`config.mk`:
```
export PLATFORM = sky130hd
export DESIGN_NAME = mi4_ctrl
export DESIGN_NICKNAME = d
export VERILOG_FILES = /design/src/matrix_inverse_4x4_unit_defines.svh /design/src/mi4_pkg.sv /design/src/mi4_ctrl.sv
export SDC_FILE = /design/constraint.sdc
export NUM_CORES = 1
export LEC_CHECK = 0
export ABC_AREA = 1
export BUFFER_PORTS_ARGS = -buffer_cell sky130_fd_sc_hd__buf_2
export CAP_MARGIN = 20
export CORE_AREA = 2 2 70 72
export CTS_CLUSTER_SIZE = 24
export DETAILED_ROUTE_END_ITERATION = 7
export DIE_AREA = 0 0 72 74
export PLACE_DENSITY_LB_ADDON = 0.2
export REMOVE_ABC_BUFFERS = 1
export SLEW_MARGIN = 40
export SYNTH_ARGS = -nofsm -noshare
export SYNTH_HDL_FRONTEND = slang
export SYNTH_SLANG_ARGS = --single-unit
```
`constraint.sdc`:
```
create_clock -name clk -period 4.3 [get_ports clk]
set_clock_uncertainty 0.2 [all_clocks]
set_input_delay 0.43 -clock clk [delete_from_list [all_inputs] [get_ports clk]]
set_output_delay 0.43 -clock clk [all_outputs]
set_load 0.005 [all_outputs]
```
`src/matrix_inverse_4x4_unit_defines.svh`:
```
// ----------------------------------------------------------------------------
// matrix_inverse_4x4_unit_defines
// assertion macros shared by the matrix inverse block
// ----------------------------------------------------------------------------
`ifndef MATRIX_INVERSE_4X4_UNIT_DEFINES_SVH
`define MATRIX_INVERSE_4X4_UNIT_DEFINES_SVH

// same-cycle implication, held off during reset
`define MI4_ASSERT_IMPL(lbl, clk, rst, ante, cons) \
  lbl: assert property (@(posedge clk) disable iff (rst) (ante) |-> (cons)) \
    else $error("mi4 assertion failed");

// next-cycle implication, held off during reset
`define MI4_ASSERT_NEXT(lbl, clk, rst, ante, cons) \
  lbl: assert property (@(posedge clk) disable iff (rst) (ante) |=> (cons)) \
    else $error("mi4 assertion failed");

`endif

```
`src/mi4_pkg.sv`:
```
// ----------------------------------------------------------------------------
// mi4_pkg
// shared constants, command/status types and permutation tables
// ----------------------------------------------------------------------------
`default_nettype none

package mi4_pkg;

  localparam int ELEM_WIDTH = 16;
  localparam int FRAC_BITS  = 8;
  localparam int ADDR_W     = 4;
  localparam int PROD_W     = 3 * ELEM_WIDTH;       // triple product
  localparam int MINOR_W    = PROD_W + 1;           // sum of six products
  localparam int DPROD_W    = MINOR_W + ELEM_WIDTH;
  localparam int DET_W      = DPROD_W + 1;
  localparam int MAG_W      = 64;
  localparam int SHIFT      = 2 * FRAC_BITS + 1;    // scale plus rounding bit
  localparam int NUM_W      = PROD_W + SHIFT + 1;
  localparam int DEN_W      = MAG_W + 1;
  localparam int Q_W        = ELEM_WIDTH + 1;
  localparam int DIV_STEPS  = NUM_W;
  localparam int CNT_W      = $clog2(DIV_STEPS);

  localparam logic [3:0] OP_NOP   = 4'd0;
  localparam logic [3:0] OP_FIRST = 4'd1;
  localparam logic [3:0] OP_MUL   = 4'd2;
  localparam logic [3:0] OP_ACC   = 4'd3;
  localparam logic [3:0] OP_DMUL  = 4'd4;
  localparam logic [3:0] OP_DACC  = 4'd5;
  localparam logic [3:0] OP_DFIN  = 4'd6;
  localparam logic [3:0] OP_DIV   = 4'd7;
  localparam logic [3:0] OP_SING  = 4'd8;

  typedef struct packed {
    logic [3:0]        op;
    logic [ADDR_W-1:0] raddr;
    logic              we;
    logic [ADDR_W-1:0] waddr;
    logic              neg;
    logic              first;
    logic              last;
  } cmd_t;

  typedef struct packed {
    logic det_zero;
    logic out_done;
  } status_t;

  // column picked in row i by term t of the 3x3 expansion
  function automatic logic [1:0] perm_col(input logic [2:0] t, input logic [1:0] i);
    logic [5:0] cols;
    unique case (t)
      3'd0:    cols = {2'd2, 2'd1, 2'd0};
      3'd1:    cols = {2'd1, 2'd2, 2'd0};
      3'd2:    cols = {2'd2, 2'd0, 2'd1};
      3'd3:    cols = {2'd0, 2'd2, 2'd1};
      3'd4:    cols = {2'd1, 2'd0, 2'd2};
      default: cols = {2'd0, 2'd1, 2'd2};
    endcase
    return cols[{i, 1'b0} +: 2];
  endfunction

  // odd permutations
  function automatic logic perm_neg(input logic [2:0] t);
    return (t == 3'd1) || (t == 3'd2) || (t == 3'd5);
  endfunction

endpackage

`default_nettype wire

```
`src/mi4_ctrl.sv`:
```
// ----------------------------------------------------------------------------
// mi4_ctrl
// sequencer: element load, determinant expansion, per-element cofactors
// ----------------------------------------------------------------------------
`default_nettype none

module mi4_ctrl (
  input  wire logic            clk,
  input  wire logic            rst,
  input  wire logic            s_tvalid,
  output logic                 s_tready,
  input  wire mi4_pkg::status_t status,
  output mi4_pkg::cmd_t        cmd
);

  localparam logic [3:0] S_LOAD  = 4'd0;
  localparam logic [3:0] S_MINOR = 4'd1;
  localparam logic [3:0] S_DMUL  = 4'd2;
  localparam logic [3:0] S_DACC  = 4'd3;
  localparam logic [3:0] S_DFIN  = 4'd4;
  localparam logic [3:0] S_DWAIT = 4'd5;
  localparam logic [3:0] S_CHECK = 4'd6;
  localparam logic [3:0] S_DIV   = 4'd7;
  localparam logic [3:0] S_SING  = 4'd8;
  localparam logic [3:0] S_OUTW  = 4'd9;

  logic [3:0] state, state_next;
  logic [3:0] load_cnt, load_cnt_next;
  logic [2:0] term, term_next;
  logic [1:0] step, step_next;
  logic [1:0] dcol, dcol_next;
  logic [3:0] kidx, kidx_next;
  logic       det_mode, det_mode_next;

  logic [1:0] sr, sc, pj, row, col;

  always_comb begin
    sr  = det_mode ? 2'd0 : kidx[1:0];
    sc  = det_mode ? dcol : kidx[3:2];
    row = (step >= sr) ? step + 2'd1 : step;
    pj  = mi4_pkg::perm_col(term, step);
    col = (pj >= sc) ? pj + 2'd1 : pj;
  end

  always_comb begin
    state_next    = state;
    load_cnt_next = load_cnt;
    term_next     = term;
    step_next     = step;
    dcol_next     = dcol;
    kidx_next     = kidx;
    det_mode_next = det_mode;
    s_tready      = 1'b0;
    cmd.op        = mi4_pkg::OP_NOP;
    cmd.raddr     = '0;
    cmd.we        = 1'b0;
    cmd.waddr     = load_cnt;
    cmd.neg       = 1'b0;
    cmd.first     = 1'b0;
    cmd.last      = 1'b0;
    unique case (state)
      S_LOAD: begin
        s_tready = 1'b1;
        cmd.we   = s_tvalid;
        if (s_tvalid) begin
          load_cnt_next = load_cnt + 4'd1;
          if (load_cnt == 4'd15) begin
            det_mode_next = 1'b1;
            dcol_next     = 2'd0;
            term_next     = 3'd0;
            step_next     = 2'd0;
            state_next    = S_MINOR;
          end
        end
      end
      S_MINOR: begin
        if (step == 2'd3) begin
          cmd.op    = mi4_pkg::OP_ACC;
          cmd.neg   = mi4_pkg::perm_neg(term);
          cmd.first = (term == 3'd0);
          step_next = 2'd0;
          if (term == 3'd5) begin
            term_next  = 3'd0;
            state_next = det_mode ? S_DMUL : S_DIV;
          end else begin
            term_next = term + 3'd1;
          end
        end else begin
          cmd.op    = (step == 2'd0) ? mi4_pkg::OP_FIRST : mi4_pkg::OP_MUL;
          cmd.raddr = {row, col};
          step_next = step + 2'd1;
        end
      end
      S_DMUL: begin
        cmd.op     = mi4_pkg::OP_DMUL;
        cmd.raddr  = {2'd0, dcol};
        state_next = S_DACC;
      end
      S_DACC: begin
        cmd.op    = mi4_pkg::OP_DACC;
        cmd.neg   = dcol[0];
        cmd.first = (dcol == 2'd0);
        if (dcol == 2'd3) begin
          state_next = S_DFIN;
        end else begin
          dcol_next  = dcol + 2'd1;
          state_next = S_MINOR;
        end
      end
      S_DFIN: begin
        cmd.op     = mi4_pkg::OP_DFIN;
        state_next = S_DWAIT;
      end
      S_DWAIT: begin
        state_next = S_CHECK;
      end
      S_CHECK: begin
        det_mode_next = 1'b0;
        if (status.det_zero) begin
          kidx_next  = 4'd15;
          state_next = S_SING;
        end else begin
          kidx_next  = 4'd0;
          state_next = S_MINOR;
        end
      end
      S_DIV: begin
        cmd.op     = mi4_pkg::OP_DIV;
        cmd.neg    = kidx[0] ^ kidx[2];
        cmd.last   = (kidx == 4'd15);
        state_next = S_OUTW;
      end
      S_SING: begin
        cmd.op     = mi4_pkg::OP_SING;
        state_next = S_OUTW;
      end
      S_OUTW: begin
        if (status.out_done) begin
          if (kidx == 4'd15) begin
            state_next = S_LOAD;
          end else begin
            kidx_next  = kidx + 4'd1;
            state_next = S_MINOR;
          end
        end
      end
      default: begin
        state_next = S_LOAD;
      end
    endcase
  end

  always_ff @(posedge clk) begin
    if (rst) begin
      state    <= S_LOAD;
      load_cnt <= '0;
      term     <= '0;
      step     <= '0;
      dcol     <= '0;
      kidx     <= '0;
      det_mode <= 1'b0;
    end else begin
      state    <= state_next;
      load_cnt <= load_cnt_next;
      term     <= term_next;
      step     <= step_next;
      dcol     <= dcol_next;
      kidx     <= kidx_next;
      det_mode <= det_mode_next;
    end
  end

endmodule

`default_nettype wire

```
Word level (Yosys, flattened, before mapping) --
Index checks and enable logic that the tools add are counted.
Word-level totals: bits of input ports 5, bits in registers 20, memories 0, latch bits 0, ROM bits 0, memory bits (writable) 0
Cells by class: shift operators 1, eq/ne operators 25, reduce and logical (&&, ||, !) cells 18, add/subtract/negate cells 6, multipliers 0, multiplexer cells 44, divide/modulo/power cells 0, magnitude comparators 2, bitwise operators 1
Operators with widths (count):
- two-way mux 4 bit | 10
- case mux 4 bit (9 select lines) | 1
- case mux 6 bit (5 select lines) | 1
- case mux 4 bit (6 select lines) | 1
- two-way mux 2 bit | 11
- two-way mux 3 bit | 6
- equality test 4 x 3 -> 1 bit, second input constant | 4
- equality test 4 bit, second input constant | 4
- case mux 4 bit (2 select lines) | 2
- != test 2 bit, second input constant | 7
- AND reduction 3 bit | 3
- adder 4 x 1 -> 4 bit, second input constant | 2
- equality test 4 x 2 -> 1 bit, second input constant | 2
- case mux 2 bit (2 select lines) | 2
- AND reduction 4 bit | 2
- nonzero test 2 bit | 4
- adder 2 x 1 -> 2 bit, second input constant | 3
- equality test 3 x 2 -> 1 bit, second input constant | 2
- equality test 3 bit, second input constant | 2
- two-way mux 1 bit | 6
- case mux 3 bit (2 select lines) | 1
- variable part select 6 x 4 -> 2 bit | 1
- AND reduction 5 bit | 1
- equality test 2 bit, second input constant | 2
- other kinds (13) | 17

Longest topological paths before layout --
Gate-level depths: netlist of run 1.
word-level depth 7, depth in mapped cells 16, gate-level depth less buffers 16

Least setup slack after synthesis of run 1 --
OpenSTA, ideal clock, no wires.
path kind flip-flop to output port, start register step[0], end output port cmd[8] (netlist name), setup slack 1975 ps, buffers on the path 0, required time 3670 ps, data arrival time 1695 ps, cell stages (with the launch flop) 11, cells stage by stage dfxtp_1 > clkinv_1 > a21oi_1 > nand2_1 > o21ai_0 > ha_1 > a21oi_1 > nand2_1 > nand3_1 > nand2_1 > o21ai_0
RTL lines:
- from (decl) | line mi4_ctrl.sv:30 | logic [1:0] step, step_next;
- from (signal assigned) | line mi4_ctrl.sv:166 | step <= step_next;
- to (decl) | line mi4_ctrl.sv:13 | output mi4_pkg::cmd_t cmd

==> flow_summary.ini, run 1 <==
[outcome]
run_status = completed

[sta]
setup_violations = 0
timing.final.crit_share_pct = 67.19
final_hold_viol_count = 0
fmax_mhz = 346.1
rsz0062_at_grt = false
tns_ps = 0
slew_violations = 0
worstMarginPinSlew_ps = 408.7
period_needed_ps = 2889
slew_headroom_pct = 72.47
whs_ps = 289.6
timing.final.ws_setup_ps = 1411

[cts]
holdBufCountCts = 0
clockBufferDepth = 2
htree_levels = 1
path_clk_slew_ps = 80
cts_buffers = 3
cts_tree = yes
cts_resized = 0
ctsRootBufferMaster = clkbuf_8
clk_latency_ps = 260
cts_sinks = 20
postCtsSetupBuffers = 0

[floorplan]
initial_core_util_pct = 35.54
core_area_um2 = 4598
dieArea_um2 = 5328
rows = 25
ios = 22
die_h_um = 74
die_w_um = 72

[worst_setup_path]
reg2reg_slack_ps = 2540
r2r_end = term[2]
critPathMaxFanout = 8
reg2regPathDepth = 8
crit_start = step[0]
path_class = reg -> out
start_kind = flop
cp_data_arrival_time_ps = 2260
crit_required_ps = 3670
worst_setup_path_endpoint = cmd[8]
r2r-start = load_cnt[0]
crit_path_end_kind = output pin

[synth]
ys_seq_area_share_pct = 24.50
yosys.area.top_type = dfxtp_1
synth-async-reset-ratio_pct = 0
syn_inst = 241
ys_warn_count = 0
synth_top_flop_cell = dfxtp_1
yosysTopAreaCellShare_pct = 24.50
synthTopCellsByArea = dfxtp_1 25%, nand2_1 11%, ha_1 8.4%
syn_area_um2 = 1634
ys_ff_latch = 20
syn-mean-instance-area_um2 = 6.780
yosysUniqueCellTypes = 35
synth_edf_count = 0

[grt]
antenna_found_initial = 0
grtUsageTotal_pct = 15.96
grt_pass1_wl_mm = 6.796
gr-total-overflow = 0
grt_max_degree = 13
grt_pass1_vias = 1506

[pwr]
power_density_nw_per_um2 = 560.3
p_total_mw = 1.040
leakagePower_nw = 0.8804
ir_drop_mv = 0.2556

[finish]
multi_input_area_um2 = 1049
areaGrowthSynthToFinish_pct = 13.55
layoutNonFillerInstCount = 318
ff_latch_area_um2 = 400.4
fin_nets = 281
antenna_cells = 0
drive_gt1_share_pct = 21.97
fillers = 495
finish.utilization_pct = 40.35
layout_commonest_cell = nand2_1
layout_common_cells = 48 x nand2_1, 31 x inv_1, 21 x buf_2
design_area_um2 = 1856

[route]
drc = 0
vias = 1580
vias_per_cell = 4.969
final_antenna_net_count = 0
drt_pass1_iterations = 4
drt-initial-drc-count = 64
wl_per_cell_um = 12.02
routed_wl_mm = 3.823

[worst_hold_path]
hp-class = reg -> reg

[placed_design]
dp_cells = 314
pre_cts_slack_ps = 1691
dpl.hpwl_mm = 3.157
dpl_cell_area_um2 = 1784
place.gp.congestion = 0.9047
io_buffers = 21

[run]
cap_violations = 0
-- Yosys cell counts, drive strengths merged (2+ instances only) --
library cell	count
nand2	56
nand3	16
o211ai	3
o21ai	26
o21a	2
a21oi	19
o31ai	2
ha	11
nor3	4
clkinv	2
dfxtp	20
nor2	30
inv	40
-- cell families after synthesis --
group / count (synthesis) / synth area share, %
AND/OR/NAND/NOR: 109 / 34.76
adder cells (fa/ha/maj): 11 / 8.423
flip-flops: 20 / 24.50
buffers and inverters: 44 / 11.33
XOR/XNOR: 2 / 1.072
AO/OA/AOI/OAI: 55 / 19.91
-- registers in the layout, summed over array words and instances (netlist names) --
signal / cells
step: 2
det_mode: 1
load_cnt: 4
state: 4
dcol: 2
term: 3
kidx: 4
-- worst max-delay path, cell delays in order, from the launching register on --
cell	delay (ps)
dfxtp_1	400
clkinv_1	240
a21oi_1	180
nand2_1	50
o21ai_0	160
ha_1	320
a21oi_1	150
nand2_1	90
nand3_1	110
nand2_1	50
o21ai_0	120
buf_2	130
-- power by group --
| part | internal (mW) | switching (mW) |
|---|---|---|
| clock | 0.124 | 0.0633 |
| combinational | 0.218 | 0.374 |
| sequential | 0.218 | 0.0418 |
-- layout make-up --
cell class                      instances  share of cell area (%)
Clock buffer                            3                   2.225
Tap cell                               54                   3.641
Timing Repair Buffer                   21                   5.664
Sequential cell                        20                   21.58
Inverter                               42                   8.766
Multi-Input combinational cell        177                   56.51
Clock inverter                          1                   1.618
-- worst min path at each step --
stage,start,endpoint,slack [ps],cells past startpoint
floorplan,load_cnt[3],load_cnt[3],260,1
global placement,load_cnt[3],load_cnt[3],270,1
detailed placement,load_cnt[3],load_cnt[3],270,1
CTS,rst,dcol[1],290,2
global route,rst,state[0],310,2
finish,load_cnt[3],load_cnt[3],290,1
-- metal layers --
layer | GRT usage (%) | vias up | part of all wire (%)
met5 | 0 | - | 0
met4 | 3.774 | 0 | 1.9
met2 | 27.57 | 34 | 47
met1 | 20.69 | 709 | 47
li1 | - | 829 | -
met3 | 3.117 | 8 | 4.3
Power figures use the tool's default switching activity.
==> run 2, diff against run 1 <==
- clock period: 4.3 -> 2.5 ns (I/O delays scaled with it)
==> run 2 against run 1 <==
Highest routed layer unchanged. Clock power increased by 76%. Via count increased by 1.1%. Flip-flop and latch count did not move. Final area is 6.2% higher. Count of clock-buffer cells in the layout unchanged. Die area is the same. Largest cell class unchanged. Utilization increased by 2.5 points.
==> flow_summary.ini, run 2 (same netlist as run 1, synthesis figures left out) <==
[outcome]
run_status = completed

[route]
final_antenna_net_count = 0
wl_per_cell_um = 12.85
routed_wl_mm = 4.149
vias = 1598
drt_pass1_iterations = 4
drc = 0
vias_per_cell = 4.947
drt-initial-drc-count = 96

[cts]
cts_tree = yes
ctsRootBufferMaster = clkbuf_8
path_clk_slew_ps = 80
cts_sinks = 20
clockBufferDepth = 2
htree_levels = 1
clk_latency_ps = 260
cts_buffers = 3
holdBufCountCts = 0

[floorplan]
die_h_um = 74
die_w_um = 72
ios = 22
rows = 25
core_area_um2 = 4598
initial_core_util_pct = 35.54
dieArea_um2 = 5328

[sta]
final_hold_viol_count = 0
slew_violations = 0
timing.final.crit_share_pct = 96.18
fmax_mhz = 415.9
worstMarginPinSlew_ps = 375.2
setup_violations = 0
slew_headroom_pct = 74.96
period_needed_ps = 2405
rsz0062_at_grt = true

[pwr]
p_int_mw = 1.070
seqPwrFrac_pct = 23.0
pwr-share-comb_pct = 60.5
ir_drop_mv = 0.4165
p_sw_mw = 0.9347
p_sw_share_pct = 46.63
p_total_mw = 2.004
power_density_nw_per_um2 = 1017
leakagePower_nw = 0.9214
pwr-share-clk_pct = 16.5

[finish]
fin_nets = 286
ff_latch_area_um2 = 412.9
fillers = 481
layoutNonFillerInstCount = 323
multi_input_area_um2 = 1112
layout_common_cells = 43 x nand2_1, 26 x inv_1, 21 x buf_2
top_regs = kidx: 4 flops, load_cnt: 4 flops, state: 4 flops
areaGrowthSynthToFinish_pct = 20.60
drive_gt1_share_pct = 32.71
antenna_cells = 0
layout_commonest_cell = nand2_1

[worst_hold_path]
hp-class = in -> reg

[grt]
gr-usage-met2_pct = 29.84
grt_max_degree = 13
met3_usage_pct = 3.794
grt.busiest_layer = met2
grtUsageTotal_pct = 17.21
antenna_found_initial = 0
gr-total-overflow = 0
grt_pass1_wl_mm = 7.238
grt_pass1_vias = 1575
grtUsageMet1_pct = 22.41

[worst_setup_path]
cp_data_arrival_time_ps = 1950
crit_path_end_kind = output pin
start_kind = flop
critPathMaxFanout = 5
path_class = reg -> out
crit_required_ps = 2050

[placed_design]
dp_cells = 315
dpl.hpwl_mm = 3.232
io_buffers = 21
place.gp.congestion = 0.9073

[run]
cap_violations = 0
run 2: path summary, 6_finish.rpt:
| kind | slack (ps) | endpoint | from | depth (start not counted) |
|---|---|---|---|---|
| min | 90 | step[1] | rst | 2 |
| min reg2reg | 280 | load_cnt[3] | load_cnt[3] | 1 |
| max reg2reg | 730 | term[2] | load_cnt[0] | 8 |
| max | 100 | cmd[8] | term[1] | 16 |
run 2: final cells by class:
| class | count | area share, % |
|---|---|---|
| flip-flops and latches | 20 | 20.95 |
| well taps | 54 | 3.429 |
| clock buffers | 3 | 2.095 |
| inverters | 42 | 8.317 |
| repair buffers | 26 | 7.238 |
| multi-input cells | 177 | 56.44 |
| clock inverters | 1 | 1.524 |
run 2: routing by layer:
metal,up-vias,wire [um]
met5,-,0
met4,0,29
met3,4,142
met2,24,2052
met1,726,1924
li1,844,-
run 2: per-stage QoR:
stage	util [%]	setup slack (ps)	hold WS [ps]	TNS, ps	instance area [um2]
after global placement	38.97	172.6	268.1	0	1792
after global routing	42.86	-72.43	112.8	-118.1	1971
final	42.86	95.46	91.87	0	1971
after floorplan	-	354.6	119.1	0	1612
after CTS	41.58	11.65	93.00	0	1912
after detailed placement	38.97	142.0	264.0	0	1792
run 2: timing repair:
| item | 4_1_cts | 5_1_grt |
|---|---|---|
| pin swaps | 1 | 8 |
| endpoints found under the hold margin | 0 | 0 |
| setup buffers | 4 | 0 |
| resized for setup | 12 | 21 |
| endpoints found under the setup margin | 2 | 3 |
run 2: worst max-delay path: stages (launching register included):
cell     delay, ps
dfxtp_4        370
nand2_2         70
inv_2           40
ha_4           140
inv_2           40
nand2_2         40
nand3_2         70
nand3_2         80
nand2_2        100
ha_4           130
inv_2           30
a21oi_2        130
nand2_2         90
nand3_2         70
nand2_1         50
o21ai_1        110
buf_2          120
run 2: power groups by stage:
stage          registers (mW)  clock network (mW)  logic, mW
2_1_floorplan           0.438                   0      0.773
6_report                0.461               0.330       1.21
3_5_place_dp            0.452                   0       1.05
4_1_cts                 0.455               0.343       1.12
5_1_grt                 0.473               0.355       1.37
3_3_place_gp            0.451                   0       1.04
